**config.mk**
```make
export PLATFORM = sky130hd
export DESIGN_NAME = fieldbus_cycle_health_monitor
export DESIGN_NICKNAME = d
export VERILOG_FILES = /design/src/sv/chm_pkg.sv /design/src/sv/fieldbus_cycle_health_monitor.sv /design/src/sv/chm_health.sv /design/src/sv/chm_timing.sv
export SDC_FILE = /design/constraint.sdc
export NUM_CORES = 2
export LEC_CHECK = 0
export BUFFER_PORTS_ARGS = -buffer_cell sky130_fd_sc_hd__buf_4
export CORE_MARGIN = 2
export CORE_UTILIZATION = 61
export CTS_BUF_LIST = sky130_fd_sc_hd__clkbuf_16
export DETAILED_ROUTE_END_ITERATION = 8
export PLACE_DENSITY = 0.84
export SYNTH_ARGS = -nofsm -noshare
export SYNTH_HDL_FRONTEND = slang
export SYNTH_SLANG_ARGS = --single-unit
```
**constraint.sdc**
```tcl
create_clock -name aclk -period 19.12 [get_ports aclk]
set_input_delay 3.824 -clock aclk [delete_from_list [all_inputs] [get_ports aclk]]
set_output_delay 3.824 -clock aclk [all_outputs]
set_load 0.02 [all_outputs]
```
**src/sv/chm_pkg.sv**
```systemverilog
// ----------------------------------------------------------------------------
// chm_pkg
// Types and constants shared by the cycle health monitor modules.
// ----------------------------------------------------------------------------
package chm_pkg;

    localparam int CFG_IDX_W  = 3;
    localparam int CFG_DATA_W = 63;

    // register indexes on the configuration port
    localparam logic [CFG_IDX_W-1:0] REG_EXPECTED_WKC   = 3'd0;
    localparam logic [CFG_IDX_W-1:0] REG_FAIL_THRESHOLD = 3'd1;
    localparam logic [CFG_IDX_W-1:0] REG_WARMUP_LEN     = 3'd2;
    localparam logic [CFG_IDX_W-1:0] REG_CHECK_PERIOD   = 3'd3;
    localparam logic [CFG_IDX_W-1:0] REG_PERIOD_NS      = 3'd4;
    localparam logic [CFG_IDX_W-1:0] REG_FIRST_DEADLINE = 3'd5;
    localparam logic [CFG_IDX_W-1:0] REG_OP_STATE_CODE  = 3'd6;

    // reset values
    localparam logic [15:0] RST_EXPECTED_WKC   = 16'd0;
    localparam logic [31:0] RST_FAIL_THRESHOLD = 32'd10;
    localparam logic [31:0] RST_WARMUP_LEN     = 32'd20;
    localparam logic [31:0] RST_CHECK_PERIOD   = 32'd200;
    localparam logic [31:0] RST_PERIOD_NS      = 32'd1000000;
    localparam logic [62:0] RST_FIRST_DEADLINE = 63'd0;
    localparam logic [7:0]  RST_OP_STATE_CODE  = 8'd8;

    localparam logic [62:0] JITTER_SAT = {63{1'b1}};

    typedef struct packed {
        logic [15:0] work_count;
        logic [7:0]  slave_state;
        logic [62:0] wake_time_ns;
    } in_item_t;

    typedef struct packed {
        logic        fault_sticky;
        logic        fault_new;
        logic        operational;
        logic        state_sampled;
        logic [31:0] bad_streak;
        logic [62:0] jitter_now;
        logic [63:0] jitter_low;
        logic [62:0] jitter_high;
        logic [63:0] overrun_total;
        logic [63:0] cycle_total;
    } out_item_t;

    typedef struct packed {
        logic [15:0] wkc_target;
        logic [31:0] fail_threshold;
        logic [31:0] warmup_len;
        logic [31:0] check_period;
        logic [31:0] nominal_period;
        logic [62:0] first_deadline_ns;
        logic [7:0]  op_state_code;
    } cfg_t;

    // health block results
    typedef struct packed {
        logic        fault_sticky;
        logic        fault_new;
        logic        operational;
        logic        state_sampled;
        logic [31:0] bad_streak;
        logic [63:0] cycle_total;
    } health_res_t;

    // timing block results
    typedef struct packed {
        logic [62:0] jitter_now;
        logic [63:0] jitter_low;
        logic [62:0] jitter_high;
        logic [63:0] overrun_total;
    } timing_res_t;

endpackage

```
**src/sv/fieldbus_cycle_health_monitor.sv**
```systemverilog
// ----------------------------------------------------------------------------
// fieldbus_cycle_health_monitor
// Per-bus-cycle health check: working counter, slave state, wake jitter.
// ----------------------------------------------------------------------------
// Pipeline: an accepted item passes through the input register, then the
//   result register, before its result shows on m_*.
// Throughput: one item per clock; the input register refills while the
//   result register is taken, stalls only when m_ready is low with both full.
// Reset: synchronous, active low on aresetn; config registers return to their
//   defaults, state and counters clear, both pipeline registers empty.
// ----------------------------------------------------------------------------
module fieldbus_cycle_health_monitor
    import chm_pkg::*;
(
    input  logic                  aclk,
    input  logic                  aresetn,
    // input items, one per bus cycle
    input  logic                  s_valid,
    output logic                  s_ready,
    input  in_item_t              s_item,
    // result items
    output logic                  m_valid,
    input  logic                  m_ready,
    output out_item_t             m_item,
    // configuration writes
    input  logic                  cfg_we,
    input  logic [CFG_IDX_W-1:0]  cfg_index,
    input  logic [CFG_DATA_W-1:0] cfg_wdata
);

    // configuration registers
    cfg_t cfg_reg;

    // input register
    logic     in_valid_reg;
    in_item_t in_item_reg;

    // result register
    logic      out_valid_reg;
    out_item_t out_item_reg;

    logic        advance;
    logic        cycles_zero;
    logic        load_state;
    logic        load_deadline;
    health_res_t health_res;
    timing_res_t timing_res;

    // The item in the input register is processed and its state committed in
    // the cycle it moves into the result register.
    assign advance = in_valid_reg && (!out_valid_reg || m_ready);
    assign s_ready = !in_valid_reg || advance;
    assign m_valid = out_valid_reg;
    assign m_item  = out_item_reg;

    // Before the first item, writing first_deadline_ns or op_state_code also
    // presets the running deadline / latched state.
    assign load_state    = cfg_we && (cfg_index == REG_OP_STATE_CODE) && cycles_zero;
    assign load_deadline = cfg_we && (cfg_index == REG_FIRST_DEADLINE) && cycles_zero;

    always_ff @(posedge aclk) begin
        if (!aresetn) begin
            cfg_reg.wkc_target        <= RST_EXPECTED_WKC;
            cfg_reg.fail_threshold    <= RST_FAIL_THRESHOLD;
            cfg_reg.warmup_len        <= RST_WARMUP_LEN;
            cfg_reg.check_period      <= RST_CHECK_PERIOD;
            cfg_reg.nominal_period    <= RST_PERIOD_NS;
            cfg_reg.first_deadline_ns <= RST_FIRST_DEADLINE;
            cfg_reg.op_state_code     <= RST_OP_STATE_CODE;
        end else if (cfg_we) begin
            unique case (cfg_index)
                REG_EXPECTED_WKC:   cfg_reg.wkc_target        <= cfg_wdata[15:0];
                REG_FAIL_THRESHOLD: cfg_reg.fail_threshold    <= cfg_wdata[31:0];
                REG_WARMUP_LEN:     cfg_reg.warmup_len        <= cfg_wdata[31:0];
                REG_CHECK_PERIOD:   cfg_reg.check_period      <= cfg_wdata[31:0];
                REG_PERIOD_NS:      cfg_reg.nominal_period    <= cfg_wdata[31:0];
                REG_FIRST_DEADLINE: cfg_reg.first_deadline_ns <= cfg_wdata;
                REG_OP_STATE_CODE:  cfg_reg.op_state_code     <= cfg_wdata[7:0];
                default: begin
                    // unmapped index: ignored
                end
            endcase
        end
    end

    // input register
    always_ff @(posedge aclk) begin
        if (!aresetn) begin
            in_valid_reg <= 1'b0;
        end else if (s_ready) begin
            in_valid_reg <= s_valid;
        end
    end

    always_ff @(posedge aclk) begin
        if (s_valid && s_ready) begin
            in_item_reg <= s_item;
        end
    end

    chm_health u_health (
        .aclk           (aclk),
        .aresetn        (aresetn),
        .step           (advance),
        .work_count     (in_item_reg.work_count),
        .slave_state    (in_item_reg.slave_state),
        .cfg            (cfg_reg),
        .load_state     (load_state),
        .load_state_val (cfg_wdata[7:0]),
        .cycles_zero    (cycles_zero),
        .res            (health_res)
    );

    chm_timing u_timing (
        .aclk              (aclk),
        .aresetn           (aresetn),
        .step              (advance),
        .wake_time_ns      (in_item_reg.wake_time_ns),
        .nominal_period    (cfg_reg.nominal_period),
        .load_deadline     (load_deadline),
        .load_deadline_val (cfg_wdata),
        .res               (timing_res)
    );

    // result register
    always_ff @(posedge aclk) begin
        if (!aresetn) begin
            out_valid_reg <= 1'b0;
        end else if (advance) begin
            out_valid_reg <= 1'b1;
        end else if (m_ready) begin
            out_valid_reg <= 1'b0;
        end
    end

    always_ff @(posedge aclk) begin
        if (advance) begin
            out_item_reg.fault_sticky  <= health_res.fault_sticky;
            out_item_reg.fault_new     <= health_res.fault_new;
            out_item_reg.operational   <= health_res.operational;
            out_item_reg.state_sampled <= health_res.state_sampled;
            out_item_reg.bad_streak    <= health_res.bad_streak;
            out_item_reg.cycle_total   <= health_res.cycle_total;
            out_item_reg.jitter_now    <= timing_res.jitter_now;
            out_item_reg.jitter_low    <= timing_res.jitter_low;
            out_item_reg.jitter_high   <= timing_res.jitter_high;
            out_item_reg.overrun_total <= timing_res.overrun_total;
        end
    end

endmodule

```
**src/sv/chm_health.sv**
```systemverilog
// ----------------------------------------------------------------------------
// chm_health
// State latch, bad-cycle streak, sticky fault and cycle count.
// ----------------------------------------------------------------------------
module chm_health
    import chm_pkg::*;
(
    input  logic        aclk,
    input  logic        aresetn,
    input  logic        step,
    input  logic [15:0] work_count,
    input  logic [7:0]  slave_state,
    input  cfg_t        cfg,
    input  logic        load_state,
    input  logic [7:0]  load_state_val,
    output logic        cycles_zero,
    output health_res_t res
);

    logic [31:0] check_cnt_reg,   check_cnt_next;
    logic [7:0]  latched_reg,     latched_next;
    logic [31:0] streak_reg,      streak_next;
    logic        fault_reg,       fault_next;
    logic [63:0] cycles_reg,      cycles_next;

    logic [31:0] cc_inc;
    logic        sampled;
    logic        wkc_low;
    logic        in_warmup;
    logic        bad;
    logic [31:0] thr;
    logic        hit;

    always_comb begin
        cc_inc         = check_cnt_reg + 32'd1;
        sampled        = (cc_inc >= cfg.check_period);
        check_cnt_next = sampled ? 32'd0 : cc_inc;
        latched_next   = sampled ? slave_state : latched_reg;

        wkc_low   = (cfg.wkc_target != 16'd0) && (work_count < cfg.wkc_target);
        in_warmup = (cycles_reg < {32'd0, cfg.warmup_len});
        bad       = !in_warmup && (wkc_low || (latched_next != cfg.op_state_code));

        if (bad) begin
            streak_next = (streak_reg == {32{1'b1}}) ? streak_reg : streak_reg + 32'd1;
        end else begin
            streak_next = 32'd0;
        end

        thr        = (cfg.fail_threshold == 32'd0) ? 32'd1 : cfg.fail_threshold;
        hit        = (streak_next >= thr);
        fault_next = fault_reg || hit;
        cycles_next = cycles_reg + 64'd1;

        res.fault_sticky  = fault_next;
        res.fault_new     = hit && !fault_reg;
        res.operational   = (streak_next == 32'd0) && (latched_next == cfg.op_state_code);
        res.state_sampled = sampled;
        res.bad_streak    = streak_next;
        res.cycle_total   = cycles_next;
    end

    assign cycles_zero = (cycles_reg == 64'd0);

    always_ff @(posedge aclk) begin
        if (!aresetn) begin
            check_cnt_reg <= 32'd0;
            latched_reg   <= RST_OP_STATE_CODE;
            streak_reg    <= 32'd0;
            fault_reg     <= 1'b0;
            cycles_reg    <= 64'd0;
        end else if (step) begin
            check_cnt_reg <= check_cnt_next;
            latched_reg   <= latched_next;
            streak_reg    <= streak_next;
            fault_reg     <= fault_next;
            cycles_reg    <= cycles_next;
        end else if (load_state) begin
            latched_reg   <= load_state_val;
        end
    end

endmodule

```
**src/sv/chm_timing.sv**
```systemverilog
// ----------------------------------------------------------------------------
// chm_timing
// Wake jitter against the running deadline, min/max, overruns and resync.
// ----------------------------------------------------------------------------
module chm_timing
    import chm_pkg::*;
(
    input  logic        aclk,
    input  logic        aresetn,
    input  logic        step,
    input  logic [62:0] wake_time_ns,
    input  logic [31:0] nominal_period,
    input  logic        load_deadline,
    input  logic [62:0] load_deadline_val,
    output timing_res_t res
);

    logic [63:0] deadline_reg, deadline_next;
    logic [63:0] min_reg,      min_next;
    logic [62:0] max_reg,      max_next;
    logic [63:0] late_reg,     late_next;

    logic [63:0] wake;
    logic        late;
    logic [63:0] diff;
    logic [62:0] jitter;
    logic [34:0] resync_gap;
    logic        resync;

    always_comb begin
        wake       = {1'b0, wake_time_ns};
        late       = (wake > deadline_reg);
        diff       = late ? (wake - deadline_reg) : (deadline_reg - wake);
        jitter     = diff[63] ? JITTER_SAT : diff[62:0];
        // 5 * period as shift and add
        resync_gap = {1'b0, nominal_period, 2'b00} + {3'b000, nominal_period};
        resync     = late && (diff > {29'd0, resync_gap});

        min_next  = ({1'b0, jitter} < min_reg) ? {1'b0, jitter} : min_reg;
        max_next  = (jitter > max_reg) ? jitter : max_reg;
        late_next = late ? late_reg + 64'd1 : late_reg;
        deadline_next = (resync ? wake : deadline_reg) + {32'd0, nominal_period};

        res.jitter_now    = jitter;
        res.jitter_low    = min_next;
        res.jitter_high   = max_next;
        res.overrun_total = late_next;
    end

    always_ff @(posedge aclk) begin
        if (!aresetn) begin
            deadline_reg <= {1'b0, RST_FIRST_DEADLINE};
            min_reg      <= {64{1'b1}};
            max_reg      <= 63'd0;
            late_reg     <= 64'd0;
        end else if (step) begin
            deadline_reg <= deadline_next;
            min_reg      <= min_next;
            max_reg      <= max_next;
            late_reg     <= late_next;
        end else if (load_deadline) begin
            deadline_reg <= {1'b0, load_deadline_val};
        end
    end

endmodule

```
**Yosys cells after proc, flatten, opt, wreduce, memory -nomap -nowiden**

Cells that the tools add are included.
W data, S select, Z words.

- Add/sub/neg operators: 8
- $mul: 0
- Divide/modulo/power cells: 0
- Magnitude comparators: 8
- Eq/ne operators: 9
- Shifts and indexed selects: 0
- Multiplexer cells: 17
- Bitwise logic cells: 0
- Reduce and logical (&&, ||, !) cells: 33

Operators with widths:

| kind | number |
|---|---|
| $mux W64 | 6 |
| $add A64 B1 Y64 const B | 2 |
| $mux W32 | 4 |
| $mux W63 | 2 |
| $add A32 B1 Y32 const B | 2 |
| $add A64 B32 Y64 | 1 |
| $ge A32 B32 Y1 | 2 |
| $gt A63 B64 Y1 | 1 |
| $gt A64 B35 Y1 | 1 |
| $logic_not A32 Y1 | 2 |
| $logic_not A64 Y1 | 1 |
| $lt A63 B64 Y1 | 1 |
| $lt A64 B32 Y1 | 1 |
| $sub A63 B64 Y64 | 1 |
| $sub A64 B63 Y64 | 1 |
| $gt A63 B63 Y1 | 1 |
| $add A34 B32 Y35 | 1 |
| $eq A32 B32 Y1 const B | 1 |
| $mux W8 | 3 |
| $lt A16 B16 Y1 | 1 |
| $reduce_bool A16 Y1 | 1 |
| $reduce_and A2 Y1 | 6 |
| $logic_and A1 B1 Y1 | 11 |
| $eq A3 B3 Y1 const B | 3 |
| other kinds (9) | 19 |

- Register bits after elaboration: 987
- Bits in latches: 0
- RAM bits: 0
- ROM bits: 0
- Input port bits: 158
- Output and inout port bits: 356
- Word-level logic and storage cells: 105
- Memories kept: 0

**Depth between registers and ports, before layout**

- Depth in word-level cells: 9
- Gate-level depth with buffers: 57

**Hierarchy**

From an unflattened synthesis, not the netlist that was laid out.

- Cell total of the unflattened synthesis: 6836
- Area total of the unflattened synthesis: 61815.5 um^2

By module, submodules not included:

| module | times used | cells each | area each (um^2) |
|---|---|---|---|
| chm_timing | 1 | 3979 | 28563.6 |
| fieldbus_cycle_health_monitor | 1 | 1240 | 21321.7 |
| chm_health | 1 | 1617 | 11930.2 |

**Worst setup path before layout**

Ideal clock, no wire load.

- Path type: input to register
- From: in m_ready
- To: reg u_timing.deadline_reg[7]
- Data arrival time: 14.954 ns
- Data required time: 18.509 ns
- Setup slack: 3.555 ns
- Cell stages on the path: 8
- Cell sequence: nor2b_1 -> nand2b_1 -> inv_1 -> clkbuf_1 -> clkbuf_1 -> clkbuf_1 -> clkbuf_1 -> a211oi_1

- Cells in the longest elaborated chain, start to end: 3
- Elaborated cells between the ends (all ways): 4
- Those cells by class: mux (1); reduce/logical (3)

RTL lines:

| element | line | source |
|---|---|---|
| start: declaration | fieldbus_cycle_health_monitor.sv:23 | `input logic m_ready,` |
| $logic_or A1 B1 Y1 (*) | fieldbus_cycle_health_monitor.sv:51 | `assign advance = in_valid_reg && (!out_valid_reg \|\| m_ready);` |
| $logic_and A1 B1 Y1 (*) | fieldbus_cycle_health_monitor.sv:51 |  |
| named net advance | fieldbus_cycle_health_monitor.sv:42 | `logic advance;` |
| $mux W64 / $reduce_bool A2 Y1 (equally long branches) | n/a |  |
| end signal: assignment | chm_timing.sv:52 | `deadline_reg <= {1'b0, RST_FIRST_DEADLINE};` |
| end signal: assignment | chm_timing.sv:57 | `deadline_reg <= deadline_next;` |
| end signal: assignment | chm_timing.sv:62 | `deadline_reg <= {1'b0, load_deadline_val};` |
| end: declaration | chm_timing.sv:18 | `logic [63:0] deadline_reg, deadline_next;` |

The timed path passes the listed nets; every way through them passes the cells marked *.
A chain may end at the register's enable or synchronous reset.

**Worst setup path after layout**

- From: reg in_item_reg[27] (netlist name)
- To: reg u_timing.deadline_reg[39]

- Cells in the longest elaborated chain, start to end: 7
- Elaborated cells between the ends (all ways): 9
- Those cells by class: add/sub (3); order compare (2); mux (3); reduce/logical (1)

RTL lines:

| element | line | source |
|---|---|---|
| start: declaration | fieldbus_cycle_health_monitor.sv:36 | `in_item_t in_item_reg;` |
| start signal: assignment | fieldbus_cycle_health_monitor.sv:97 | `in_item_reg <= s_item;` |
| $sub A64 B63 Y64 (tied with other cells) | chm_timing.sv:33 | `diff = late ? (wake - deadline_reg) : (deadline_reg - wake);` |
| $mux W64 | chm_timing.sv:33 |  |
| $gt A64 B35 Y1 | chm_timing.sv:37 | `resync = late && (diff > {29'd0, resync_gap});` |
| $logic_and A1 B1 Y1 | chm_timing.sv:37 |  |
| $mux W64 (*) | chm_timing.sv:42 | `deadline_next = (resync ? wake : deadline_reg) + {32'd0, nominal_period};` |
| $add A64 B32 Y64 (*) | chm_timing.sv:42 |  |
| $mux W64 (*) | chm_timing.sv:56 | `end else if (step) begin` |

Mark *: on every way between the ends. The rest lies on a longest branch, timed or not.

==> out/qor.csv <==
metric,value,unit
synth_fp_nets,7417,
final_cell_mix,"nand2_1 (1011), a21oi_1 (589), buf_4 (553)",
drcViolationCount,0,
whs,0.457,ns
postRouteAntennaNets,0,
worstSkewPairLatency,0.72,ns
p_leak,27.0,nW
drv_slew,0,
synth.cell_area,0.0591,mm2
yosys_warnings,0,
ioPinCount,514,
grt_first_pass_wirelength,284,mm
largest_register_ffs,354,
tritoncts,built,
gp_congestion,1.00,
die_w,315,um
tightest_slew,1.31,ns
layout_commonest_cell,nand2_1,
async_flop_share,0,%
root_buffer,clkbuf_16,
dp_hpwl,140,mm
grt_pass1_vias,49800,
grt_overflow,0,
syn-instance-count,6792,
finalCritPeriodShare,66.4,%
drive_gt1_share,12.1,%
dr.pass1.iters,6,
p_comb_share,29.2,%
synth_edf_count,441,
crit_top_cell,a21o_1,
cts.repair.resized,0,
irDropWorstVdd,80.0,uV
start_util,61.4,%
rows,114,
clk_pin_slew,0.06,ns
hold_class,reg2reg,
port_buffers,513,
setup_viol,0,
antenna_found_initial,6,
placed_area,0.0635,mm2
clockBufferDepth,3,
num_vias,53200,
min_period,12.71,ns
grtUsageTotal,36.5,%
fin_area,0.0668,mm2
synth-main-ff-cell,dfxtp_1,
relSlewSlack,11.8,%
ys_ff_latch,987,
syn2layout_area_growth,13.1,%
setup_slack,6.41,ns
fin_util,69.4,%
hold_viol,0,
path_buf_inv,2,
viasPerCell,6.29,
critPathRequiredTime,19.73,ns
cpLargestDelayFamily,compound AO/OA/AOI/OAI gates,
cts_setup_buffers,0,
p_seq_share,39.4,%
crit_fanout,63,
avgSynthCellArea,8.70,um2
synth_cell_types,86,
setup_tns,0,ns
internal_power,4.17,mW
status,"finished, final reports clean",
drt_iter0_markers,6243,
top_layer,met4,
dieArea,0.0994,mm2
critPathCaptureType,flip-flop,
num-nets-final,7708,
preCtsSetupSlack,6.80,ns
clkPwrFrac,31.4,%
max_cap_violations,0,
post_drt_wl_per_cell,22.3,um
met1_length,77.7,mm
cts_hold_buf,0,
power_density,94.6,mW/mm2
wirelength,188,mm
crit_slowest_cell,a21o_1,
critPathMaxStageDelay,0.68,ns
ctsHtreeMaxLevel,3,
fin_skew,0.0547,ns
core-area,0.0963,mm2
worstSetupStartpointType,flip-flop,
arrival,13.32,ns
p_switching,2.14,mW
max_freq,78.7,MHz
met2WireLength,82.8,mm
wl_met3,18.9,mm
grt_max_degree,218,
ys_seq_area_share,40.9,%
cts.sinks,987,
numCtsBuffers,102,
worstSetupPathType,reg2reg,
die_h,315,um
p_sw_share,33.9,%
rsz0062_at_grt,false,
==> power groups by stage <==
stage	Clock, mW	Combinational (mW)	Sequential, mW
floorplan	0	1.11	2.62
global placement	0	1.74	2.52
detailed placement	0	1.79	2.53
CTS	2.00	1.81	2.49
global route	2.08	2.00	2.50
finish	1.98	1.85	2.49
==> path summary, 6_finish.rpt <==
| check | startpoint | to | slack [ns] | cells after the start |
|---|---|---|---|---|
| worst min register to register | cfg_reg[154] | cfg_reg[154] | 0.46 | 2 |
| worst max-delay path | in_item_reg[27] | u_timing.deadline_reg[39] | 6.41 | 44 |
| worst min-delay path | cfg_reg[154] | cfg_reg[154] | 0.46 | 2 |
| worst max register to register | in_item_reg[27] | u_timing.deadline_reg[39] | 6.41 | 44 |
==> routing by layer <==
metal  vias to the layer above  GRT usage [%]
li1                      24600              -
met1                     25300           50.6
met2                      2836           55.6
met3                       447           6.33
met4                         0           16.9
met5                         -              0
==> logic make-up (layout without fill, tap and decap cells) <==
kind of cell / count (synthesis) / count (layout) / share of synthesized area (%)
fa+ha+maj: 467 / 467 / 9.94
flops: 987 / 987 / 40.9
other cells: 1 / 5 / 0.00635
simple gates: 2383 / 2383 / 18.6
compound gates: 1597 / 1597 / 16.5
buf+inv: 802 / 1182 / 5.34
xor+xnor: 430 / 430 / 6.37
mux: 125 / 125 / 2.30
==> worst reg2reg max path: cells and delay by family, from the launching register on <==
kind,cells,cell delay (ns)
compound gates,23,6.33
simple gates,13,3.75
fa+ha+maj,3,1.10
buf+inv,2,0.57
flops,1,0.36
xor+xnor,2,0.35
mux,1,0.15
==> stage by stage <==
step                std cells  power (mW)
detailed placement       8255        4.32
global placement         8255        4.27
CTS                      8448        6.29
global route             8449        6.57
floorplan                6792        3.73
finish                   8452        6.32
==> synth_stat cells, drive strengths merged (10+ instances only) <==
| cell type | instances | share of area, % |
|---|---|---|
| xnor2 | 220 | 3.3 |
| nand2b | 67 | 0.71 |
| or2 | 28 | 0.30 |
| nor3 | 183 | 1.6 |
| nand4 | 129 | 1.4 |
| ha | 463 | 9.8 |
| buf | 68 | 0.66 |
| xor2 | 210 | 3.1 |
| o31ai | 42 | 0.54 |
| o21bai | 25 | 0.32 |
| edfxtp | 441 | 22 |
| o221ai | 16 | 0.24 |
| and2 | 24 | 0.25 |
| o21ai | 357 | 3.0 |
| and3 | 89 | 0.94 |
| o31a | 13 | 0.19 |
| a211oi | 40 | 0.51 |
| nor2b | 41 | 0.43 |
| clkbuf | 301 | 1.9 |
| o211ai | 31 | 0.39 |
| nor2 | 438 | 2.8 |
| o21a | 36 | 0.46 |
| mux2i | 44 | 0.75 |
| nand2 | 1014 | 6.5 |
| mux2 | 81 | 1.5 |
| a311oi | 36 | 0.53 |
| dfxtp | 546 | 19 |
| and4 | 22 | 0.33 |
| o22ai | 17 | 0.18 |
| a221oi | 10 | 0.15 |
| or3 | 66 | 0.70 |
| a31oi | 101 | 1.1 |
| o2111ai | 10 | 0.15 |
| a21o | 176 | 2.2 |
| nor4 | 71 | 0.77 |
| inv | 433 | 2.8 |
| nand3 | 168 | 1.4 |
| nand3b | 21 | 0.27 |
| a31o | 10 | 0.15 |
| a21oi | 590 | 5.0 |
==> cell type report <==
cell class / instances / area, um2
diodes: 4 / 10.0
clock buffers: 110 / 2750
clock inverters: 83 / 574
fillers: 7424 / 29500
inverters: 433 / 1640
multi-input cells: 5003 / 31800
flip-flops and latches: 987 / 24200
well taps: 1276 / 1600
repair buffers: 556 / 4210
Note: power is estimated with default switching activity, not from simulation.
